<file path="config.mk">
export PLATFORM = sky130hd
export DESIGN_NAME = jfc_back
export DESIGN_NICKNAME = d
export VERILOG_FILES = /design/src/rtl/core/jfc_pkg.sv /design/src/rtl/core/jfc_back.sv
export SDC_FILE = /design/constraint.sdc
export NUM_CORES = 1
export LEC_CHECK = 0
export ABC_AREA = 1
export ABC_CLOCK_PERIOD_IN_PS = 5300
export BUFFER_PORTS_ARGS = -buffer_cell sky130_fd_sc_hd__buf_2
export CORE_ASPECT_RATIO = 1.5
export CORE_MARGIN = 2
export CORE_UTILIZATION = 54
export CTS_CLUSTER_SIZE = 40
export DETAILED_ROUTE_END_ITERATION = 7
export PLACE_DENSITY = 0.79
export RECOVER_POWER = 50
export SLEW_MARGIN = 30
export SYNTH_ARGS = -nofsm -noshare
export SYNTH_HDL_FRONTEND = slang
export SYNTH_SLANG_ARGS = --single-unit
</file>
<file path="constraint.sdc">
create_clock -name clk_i -period 5.3 [get_ports clk_i]
set_input_delay 1.06 -clock clk_i [delete_from_list [all_inputs] [get_ports clk_i]]
set_output_delay 1.06 -clock clk_i [all_outputs]
set_load 0.005 [all_outputs]
</file>
<file path="src/rtl/core/jfc_pkg.sv">
// Package for the join frame checker: payload types, constants, CRC step.
// No dependencies.
`timescale 1ns / 1ps
`default_nettype none
package jfc_pkg;
  localparam int unsigned SiteFieldBytes     = 32;
  localparam int unsigned IdentityFieldBytes = 16;
  localparam int unsigned HdrBytes           = 8;
  localparam int unsigned TrailerBytes       = 4;
  localparam int unsigned MinFrame           = HdrBytes + TrailerBytes;
  localparam int unsigned CountMax           = 127;
  localparam int unsigned ReqLen  = HdrBytes + 11 + SiteFieldBytes + IdentityFieldBytes
                                    + TrailerBytes;
  localparam int unsigned ChalLen = HdrBytes + 36 + TrailerBytes;
  localparam int unsigned RejLen  = HdrBytes + 4 + TrailerBytes;
  localparam logic [7:0]  LabEnv  = 8'd1;
  localparam logic [31:0] CrcPoly = 32'h82F63B78;
  localparam int unsigned QueueDepth = 4;

  typedef enum logic [1:0] {
    REG_MAGIC   = 2'd0,
    REG_VERSION = 2'd1,
    REG_TYPE    = 2'd2,
    REG_KIND    = 2'd3
  } reg_idx_e;

  typedef enum logic [2:0] {
    KIND_REQUEST   = 3'd0,
    KIND_CHALLENGE = 3'd1,
    KIND_RESPONSE  = 3'd2,
    KIND_INSTALL   = 3'd3,
    KIND_REJECT    = 3'd4
  } kind_e;

  typedef enum logic [1:0] {
    ST_OK   = 2'd0,
    ST_STRUCT = 2'd1,
    ST_CRC  = 2'd2
  } status_e;

  typedef struct packed {
    logic [7:0] data_byte;
    logic       last_byte;
  } in_item_t;

  typedef struct packed {
    logic [1:0]  status;
    logic [31:0] session_word;
    logic [63:0] epoch_value;
    logic [63:0] expiry_time;
    logic [31:0] reject_reason;
    logic [7:0]  env_byte;
    logic [7:0]  site_length;
    logic [7:0]  identity_length;
  } out_item_t;

  // byte classified by the front end, with the settings seen at that byte
  typedef struct packed {
    logic [7:0] data_byte;
    logic       last_byte;
    logic       hdr_mismatch;
    logic [2:0] kind;
    logic [6:0] pos;
  } class_item_t;

  function automatic logic [31:0] crc_byte(logic [31:0] crc, logic [7:0] b);
    logic [31:0] c;
    c = crc ^ {24'd0, b};
    for (int k = 0; k < 8; k++) begin
      c = c[0] ? ((c >> 1) ^ CrcPoly) : (c >> 1);
    end
    return c;
  endfunction

  function automatic logic [6:0] kind_frame_bytes(logic [2:0] kind);
    logic [6:0] l;
    case (kind)
      KIND_REQUEST:                                l = 7'(ReqLen);
      KIND_CHALLENGE, KIND_RESPONSE, KIND_INSTALL: l = 7'(ChalLen);
      KIND_REJECT:                                 l = 7'(RejLen);
      default:                                     l = 7'd0;
    endcase
    return l;
  endfunction
endpackage
`default_nettype wire

</file>
<file path="src/rtl/core/jfc_back.sv">
// Back end: CRC, body field decode, verdict, single output register.
// Depends on jfc_pkg.
`timescale 1ns / 1ps
`default_nettype none
module jfc_back (
  input  wire logic                 clk_i,
  input  wire logic                 rst_ni,
  input  wire logic                 q_valid_i,
  input  wire jfc_pkg::class_item_t q_data_i,
  output logic                      q_rd_o,
  output logic                      out_valid_o,
  input  wire logic                 out_stall_i,
  output jfc_pkg::out_item_t        out_data_o
);
  import jfc_pkg::*;
  logic [31:0] crc_q;
  logic [7:0]  td_q [4];
  logic        hbad_q, bbad_q, nz0_q, nz1_q;
  logic [15:0] decl_q;
  logic [63:0] wa_q, wb_q;
  logic [31:0] word_q;
  logic [7:0]  lb0_q, lb1_q, lb2_q;
  logic        ov_q;
  out_item_t   od_q, res;

  class_item_t it;
  logic        go, in_body;
  logic [6:0]  p, expect_len, r;
  logic [7:0]  b, pi;
  logic [31:0] crc_n, wire_crc;
  logic [63:0] wa_n, wb_n;
  logic [31:0] word_n;
  logic [7:0]  lb0_n, lb1_n, lb2_n;
  logic        bbad_n, nz0_n, nz1_n, hbad_n, fail;
  logic [15:0] decl_n;

  assign it = q_data_i;
  assign p  = it.pos;
  assign b  = it.data_byte;
  // only a final byte needs the output register free; other bytes always move on
  assign q_rd_o = q_valid_i && (!it.last_byte || !ov_q || !out_stall_i);
  assign go = q_rd_o;
  assign expect_len = kind_frame_bytes(it.kind);
  assign in_body = p >= 7'(HdrBytes) && p != 7'(CountMax) && expect_len >= 7'(MinFrame)
                   && p < expect_len - 7'(TrailerBytes);
  assign r = p - 7'(HdrBytes);

  always_comb begin
    hbad_n = hbad_q | it.hdr_mismatch;
    decl_n = decl_q;
    if (p == 7'd6 || p == 7'd7) decl_n = {decl_q[7:0], b};
    wa_n = wa_q; wb_n = wb_q; word_n = word_q;
    lb0_n = lb0_q; lb1_n = lb1_q; lb2_n = lb2_q;
    bbad_n = bbad_q; nz0_n = nz0_q; nz1_n = nz1_q;
    pi = 8'd0;
    if (in_body) begin
      case (it.kind)
        KIND_REQUEST: begin
          if (r < 7'd8) wa_n = {wa_q[55:0], b};
          else if (r == 7'd8) lb0_n = b;
          else if (r == 7'd9) lb1_n = b;
          else if (r < 7'(10 + SiteFieldBytes)) begin
            pi = 8'(r - 7'd10);
            if (b != 8'd0) begin
              if (pi < lb1_q) nz0_n = 1'b1; else bbad_n = 1'b1;
            end
          end else if (r == 7'(10 + SiteFieldBytes)) lb2_n = b;
          else if (r < 7'(11 + SiteFieldBytes + IdentityFieldBytes)) begin
            pi = 8'(r - 7'(11 + SiteFieldBytes));
            if (b != 8'd0) begin
              if (pi < lb2_q) nz1_n = 1'b1; else bbad_n = 1'b1;
            end
          end
        end
        KIND_CHALLENGE: begin
          if (r < 7'd16) begin if (b != 8'd0) nz0_n = 1'b1; end
          else if (r < 7'd24) wb_n = {wb_q[55:0], b};
          else if (r < 7'd32) wa_n = {wa_q[55:0], b};
          else if (r < 7'd36) word_n = {word_q[23:0], b};
        end
        KIND_RESPONSE, KIND_INSTALL: begin
          if (r < 7'd4) word_n = {word_q[23:0], b};
          else if (r < 7'd36) begin if (b != 8'd0) nz0_n = 1'b1; end
        end
        KIND_REJECT: if (r < 7'd4) word_n = {word_q[23:0], b};
        default: ;
      endcase
    end
    crc_n = (p >= 7'd4) ? crc_byte(crc_q, td_q[0]) : crc_q;
    wire_crc = {td_q[1], td_q[2], td_q[3], b};
  end

  always_comb begin
    fail = 1'b0;
    case (it.kind)
      KIND_REQUEST: fail = lb0_n != LabEnv || lb1_n == 8'd0
        || lb1_n > 8'(SiteFieldBytes) || !nz0_n || lb2_n == 8'd0
        || lb2_n > 8'(IdentityFieldBytes) || !nz1_n || wa_n == 64'd0 || bbad_n;
      KIND_CHALLENGE: fail = wa_n == 64'd0 || word_n == 32'd0 || !nz0_n;
      KIND_RESPONSE, KIND_INSTALL: fail = word_n == 32'd0 || !nz0_n;
      default: fail = 1'b0;
    endcase
    res = '0;
    // count after this byte is p+1 (p is saturated at CountMax)
    if (p < 7'(MinFrame - 1) || hbad_n || expect_len == 7'd0
        || decl_n != {9'd0, expect_len} || p + 7'd1 != expect_len) begin
      res.status = ST_STRUCT;
    end else if (wire_crc != ~crc_n) begin
      res.status = ST_CRC;
    end else begin
      res.status = fail ? ST_STRUCT : ST_OK;
      case (it.kind)
        KIND_REQUEST: begin
          res.epoch_value = wa_n;
          res.env_byte = lb0_n;
          res.site_length = lb1_n;
          res.identity_length = lb2_n;
        end
        KIND_CHALLENGE: begin
          res.session_word = word_n;
          res.epoch_value = wa_n;
          res.expiry_time = wb_n;
        end
        KIND_RESPONSE, KIND_INSTALL: res.session_word = word_n;
        KIND_REJECT: res.reject_reason = word_n;
        default: ;
      endcase
    end
  end

  assign out_valid_o = ov_q;
  assign out_data_o  = od_q;

  always_ff @(posedge clk_i) begin
    if (go && it.last_byte) od_q <= res;
  end

  always_ff @(posedge clk_i or negedge rst_ni) begin
    if (!rst_ni) begin
      ov_q <= 1'b0;
      crc_q <= '1; hbad_q <= 1'b0; bbad_q <= 1'b0; nz0_q <= 1'b0; nz1_q <= 1'b0;
      decl_q <= '0; wa_q <= '0; wb_q <= '0; word_q <= '0;
      lb0_q <= '0; lb1_q <= '0; lb2_q <= '0;
      for (int i = 0; i < 4; i++) td_q[i] <= '0;
    end else begin
      ov_q <= (ov_q && out_stall_i) || (go && it.last_byte);
      if (go) begin
        if (it.last_byte) begin
          crc_q <= '1; hbad_q <= 1'b0; bbad_q <= 1'b0; nz0_q <= 1'b0; nz1_q <= 1'b0;
          decl_q <= '0; wa_q <= '0; wb_q <= '0; word_q <= '0;
          lb0_q <= '0; lb1_q <= '0; lb2_q <= '0;
          for (int i = 0; i < 4; i++) td_q[i] <= '0;
        end else begin
          crc_q <= crc_n; hbad_q <= hbad_n; bbad_q <= bbad_n;
          nz0_q <= nz0_n; nz1_q <= nz1_n; decl_q <= decl_n;
          wa_q <= wa_n; wb_q <= wb_n; word_q <= word_n;
          lb0_q <= lb0_n; lb1_q <= lb1_n; lb2_q <= lb2_n;
          td_q[0] <= td_q[1]; td_q[1] <= td_q[2]; td_q[2] <= td_q[3]; td_q[3] <= b;
        end
      end
    end
  end
endmodule
`default_nettype wire

</file>
# After elaboration in Yosys (flattened, before gate mapping)

Index checks and enable logic that the tools add are counted.

Flip-flop bits (word level): 487
Bits of input ports: 24
Output and inout port bits: 220
Logic and storage cells: 217

Add/sub/neg operators: 5
Order comparisons: 17
Equality and inequality tests: 14
Mux-type cells: 94
Bitwise gates (word level): 16
Reductions and logical operators: 46

Operator list:

| cell                                                                         | number |
|---|---|
| 64-bit 2-to-1 mux                                                            | 11 |
| 32-bit 2-to-1 mux                                                            | 18 |
| 8-bit 2-to-1 mux                                                             | 19 |
| 16-bit inverter with 17-bit output                                           | 8 |
| 64-bit case mux with 2 select lines                                          | 1 |
| 64-bit logical NOT                                                           | 1 |
| 32-bit case mux with 2 select lines                                          | 1 |
| 1-bit 2-to-1 mux                                                             | 38 |
| 32-bit logical NOT                                                           | 1 |
| 16-bit 2-to-1 mux                                                            | 2 |
| 32-bit != test                                                               | 1 |
| 32-bit inverter                                                              | 1 |
| 32-bit by 8-bit bitwise XOR with 32-bit output                               | 1 |
| 7-bit by 6-bit less-than comparator with 1-bit output, second input constant | 4 |
| 7-bit case mux with 3 select lines                                           | 1 |
| 3-bit OR reduction                                                           | 7 |
| 1-bit logical OR                                                             | 19 |
| 8-bit logical NOT                                                            | 2 |
| 8-bit less-than comparator                                                   | 2 |
| 16-bit by 7-bit != test with 1-bit output                                    | 1 |
| 7-bit by 3-bit == test with 1-bit output, second input constant              | 2 |
| 7-bit by 4-bit == test with 1-bit output, second input constant              | 2 |
| 7-bit by 4-bit >= comparator with 1-bit output, second input constant        | 2 |
| 7-bit by 4-bit less-than comparator with 1-bit output, second input constant | 2 |
| 28 further kinds                                                             | 45 |

# Longest topological paths before layout

Depth in word-level cells: 21
Depth in mapped cells: 33
Mapped depth without buffers: 31

# Least setup slack after synthesis

No wires, ideal clock.

Kind: in2reg
Start point: in out_stall_i
End point: reg od_q (netlist bit out_data_o[0]) (enable)
Library setup time: 0.569 ns
Arrival time: 5.959 ns
Setup slack: -1.228 ns
Stages: 6
Path buffers: 1
Cell sequence: nand3_1 -> nand2_1 -> inv_1 -> clkbuf_1 -> nand2_1 -> inv_1

Cells in the longest elaborated chain, start to end: 4

RTL lines:

| what                   | line            | RTL |
|---|---|---|
| start: declaration     | jfc_back.sv:12  | `input wire logic out_stall_i,` |
| 1-bit logical NOT      | jfc_back.sv:41  | `assign q_rd_o = q_valid_i && (!it.last_byte \|\| !ov_q \|\| !out_stall_i);` |
| 1-bit logical OR       | jfc_back.sv:41  |  |
| 1-bit logical AND      | jfc_back.sv:41  |  |
| 1-bit logical AND      | jfc_back.sv:135 | `if (go && it.last_byte) od_q <= res;` |
| end signal: assignment | jfc_back.sv:135 |  |
| end: declaration       | jfc_back.sv:24  | `out_item_t od_q, res;` |

Every way passes these cells.
A chain may end at the register's enable or synchronous reset.

# Final worst setup path

Start point: in out_stall_i
End point: reg word_q[30]

Cells in the longest elaborated chain, start to end: 3

RTL lines:

| what                   | line            | RTL |
|---|---|---|
| 1-bit logical NOT      | jfc_back.sv:41  |  |
| 1-bit logical OR       | jfc_back.sv:41  |  |
| 1-bit logical AND      | jfc_back.sv:41  |  |
| end signal: assignment | jfc_back.sv:156 | `wa_q <= wa_n; wb_q <= wb_n; word_q <= word_n;` |
| end: declaration       | jfc_back.sv:21  | `logic [31:0] word_q;` |

Every way passes these cells.

==> run summary <==
FP Rows - 96
Initial Util - 0.5443
Via count - 22.15k
FILL cells - 3928
Syn Std Cell Area - 24850 µm²
Setup violators final - 0
Leak pwr - 12.80 nW
Area Growth Syn to Fin - 13.00%
CP required - 5.76 ns
Distinct cell type count after synthesis - 46
Fin Setup TNS - 0 ns
Post-route antenna net violation count - 0
Placed Area - 26860 µm²
Die footprint - 47780 µm²
Final Cell Area - 28080 µm²
Grt total ovfl - 0
Hold_buf cts - 0
Core Area - 45640 µm²
Seq/Total Area, Yosys - 0.5360
HP Class - reg -> reg
Max VDD drop - 289.2 µV
Crit path capture type - flop
Ys async rst share - 0.5524
Final hold vios - 0
Crit start category - input port
Clk sink count - 487
# IOs - 244
Top cells by area, synth - edfxtp_1, dfrtp_1, nand2_1
Synth Flop Type - dfrtp_1
Total setup buffers inserted after CTS - 0
Cell taking the most area after synthesis - edfxtp_1
R2R depth - 7
Post-synthesis simple-gate area fraction - 0.2490
Maximum Capacitance Violations - 4
CTS HTree Levels - 2
NumNets Final - 3281
Slew @ Worst Pin - 2.737 ns
Xor and xnor fraction of the mapped netlist area - 0.01183
Synth Instances - 3014
Die Wd - 179.1 µm
Clock Skew - 0.02603 ns
Final Max Slew Viols - 363
Multiplexer share of the synthesized area - 0
Initial DRC count - 2343
WHS Path Cells - 2
Port bufs - 243
Root buffer cell - clkbuf_16
R2r setup slk - 0.56 ns
CTS Buffer Depth - 3
Worst r2r dst - word_q[30]
Worst-Skew Late Latency - 0.58 ns
Failing checks - capacitance limit, slew limit
Hold Slack - 0.4816 ns
Syn nets - 3074
Crit-path max FO - 99
All-Layer GR Usage - 0.3116
Vias per cell - 5.752
Unrepaired setup endpoints after global routing - no
Final min period - 4.923 ns
Fraction of layout cells with a size suffix above 1 - 0.08689
Initial antenna violation count - 8
Largest net degree at the start of global routing - 138
Drt first pass iters - 6
Synth top area share - 0.2635
First-pass GRT wire length - 115200 µm
Die Ht - 266.7 µm
Design Power - 11.41 mW
Routability cong. - 0.9967
Wire per inst - 19.43 µm
CTS tree - done
Vias in the first global route - 21.62k
Synth Area in Compound Gates - 0.09780
WL final - 74820 µm
Avg Cell Area, Syn - 8.243 µm²
EDFF count, synth - 218
CTS Buf Count - 45
HP Start - decl_q[9]
Residual DRC - 0
Adder-cell share of the synthesized area - 0.01813
WP data arrival - 5.39 ns
Resized Gates After CTS - 0
Clock transition at the registers of the reported paths - 0.06 ns
Final Cycle Share - 0.9289
Kind of critical path - in -> reg
Reg2Reg Launch Point - out_valid_o
Fmax - 203.1 MHz
Hpwl dp - 52130 µm
Worst-case headroom to the max-slew limit - -0.8247
PwrDens - 406.4 nW/µm²
Dominant combinational cell family by area after synthesis - simple AND/OR/NAND/NOR gates
Synth warn - 0
#FFs+latches synth - 487
Hold EP - decl_q[9]
Status - finished, violations left
==> cell families after synthesis <==
family | Yosys count
AOI/OAI and AO/OA | 420
DFF | 487
and+or+nand+nor | 1487
adders and majority gates | 36
buffers and inverters | 552
xor gates and xnor gates | 32
==> per-stage QoR <==
| step | util | setup slack (ns) | instances |
|---|---|---|---|
| finish | 0.6151 | 0.3768 | 3850 |
| global route | 0.6150 | 0.1587 | 3848 |
| CTS | 0.6214 | 0.6650 | 3845 |
| detailed placement | 0.5884 | 0.1058 | 3762 |
| global placement | 0.5884 | 0.2481 | 3762 |
| floorplan | - | 0.03027 | 3014 |
==> cell usage after synthesis, drive strengths merged, types with 4 or more instances <==
cell and number:
buf 41, nand3b 7, xor2 28, inv 409, nand4 26, clkbuf 102
or2 4, nor2 335, a22oi 16, nand3 244, o211ai 7, o22ai 196
nor3 4, nand2 861, ha 36, a21oi 26, dfrtp 237, edfxtp 218
o21ai 168, dfstp 32
==> critical path: stages <==
cell and delay [ns]:
buf_2 0.10, nand3_1 0.07, nand2_1 0.13, nor2_1 0.12, buf_4 0.35, clkinvlp_2 2.11
buf_6 1.02, o21ai_0 0.31
==> registers in the layout, summed over array words and instances, names as in the netlist <==
signal and flops:
lb2_q 8, hbad_q 1, out_data_o 218, bbad_q 1, lb0_q 8, wa_q 64
crc_q 32, decl_q 16, wb_q 64, word_q 32, td_q 32, nz1_q 1
lb1_q 8, out_valid_o 1, nz0_q 1
==> layout make-up <==
type                            instances  area [µm²]  area share
Antenna cell                            5       12.51   0.0004457
Clock buffer                           57        1201     0.04278
Clock inverter                         26       302.8     0.01078
Inverter                              409        1543     0.05495
Multi-Input combinational cell       1975        9373      0.3338
Sequential cell                       487       13320      0.4744
Tap cell                              588       735.7     0.02620
Timing Repair Buffer                  303        1590     0.05664
==> routing by layer <==
layer	vias up	global-route usage	part of all wire
li1	10270	-	-
met1	10500	0.3544	0.36
met2	1068	0.5331	0.49
met3	294	0.04929	0.075
met4	6	0.2138	0.076
met5	-	0	0.00048
==> power by group <==
| part | switching, mW | internal [mW] | total, mW | leakage [nW] |
|---|---|---|---|---|
| sequential | 0.114 | 4.19 | 4.31 | 5.75 |
| combinational | 2.63 | 1.11 | 3.75 | 6.31 |
| clock | 1.48 | 1.88 | 3.36 | 0.741 |
| total | 4.23 | 7.18 | 11.4 | 12.8 |
==> layout by cell type, fill, tap and decap left out, types with 36 or more instances in the layout <==
| cell | count |
|---|---|
| clkbuf_1 | 189 |
| clkbuf_16 | 45 |
| dfrtp_1 | 237 |
| ha_1 | 36 |
| o21ai_0 | 162 |
| inv_1 | 396 |
| nor2_1 | 319 |
| edfxtp_1 | 218 |
| nand2_1 | 844 |
| nand3_1 | 239 |
| buf_2 | 64 |
| buf_4 | 37 |
| o22ai_1 | 196 |
==> how the worst max path moves through the flow <==
stage	startpoint	to	slack [ns]
3_3_place_gp	q_data_i[8]	out_data_o[216]	0.25
4_1_cts	q_data_i[8]	out_data_o[216]	0.67
6_report	out_stall_i	word_q[30]	0.38
2_1_floorplan	out_stall_i	out_data_o[0]	0.03
3_5_place_dp	q_data_i[8]	out_data_o[216]	0.11
5_1_grt	out_stall_i	wa_q[21]	0.16
No activity file was read; power rests on OpenSTA's default activity.
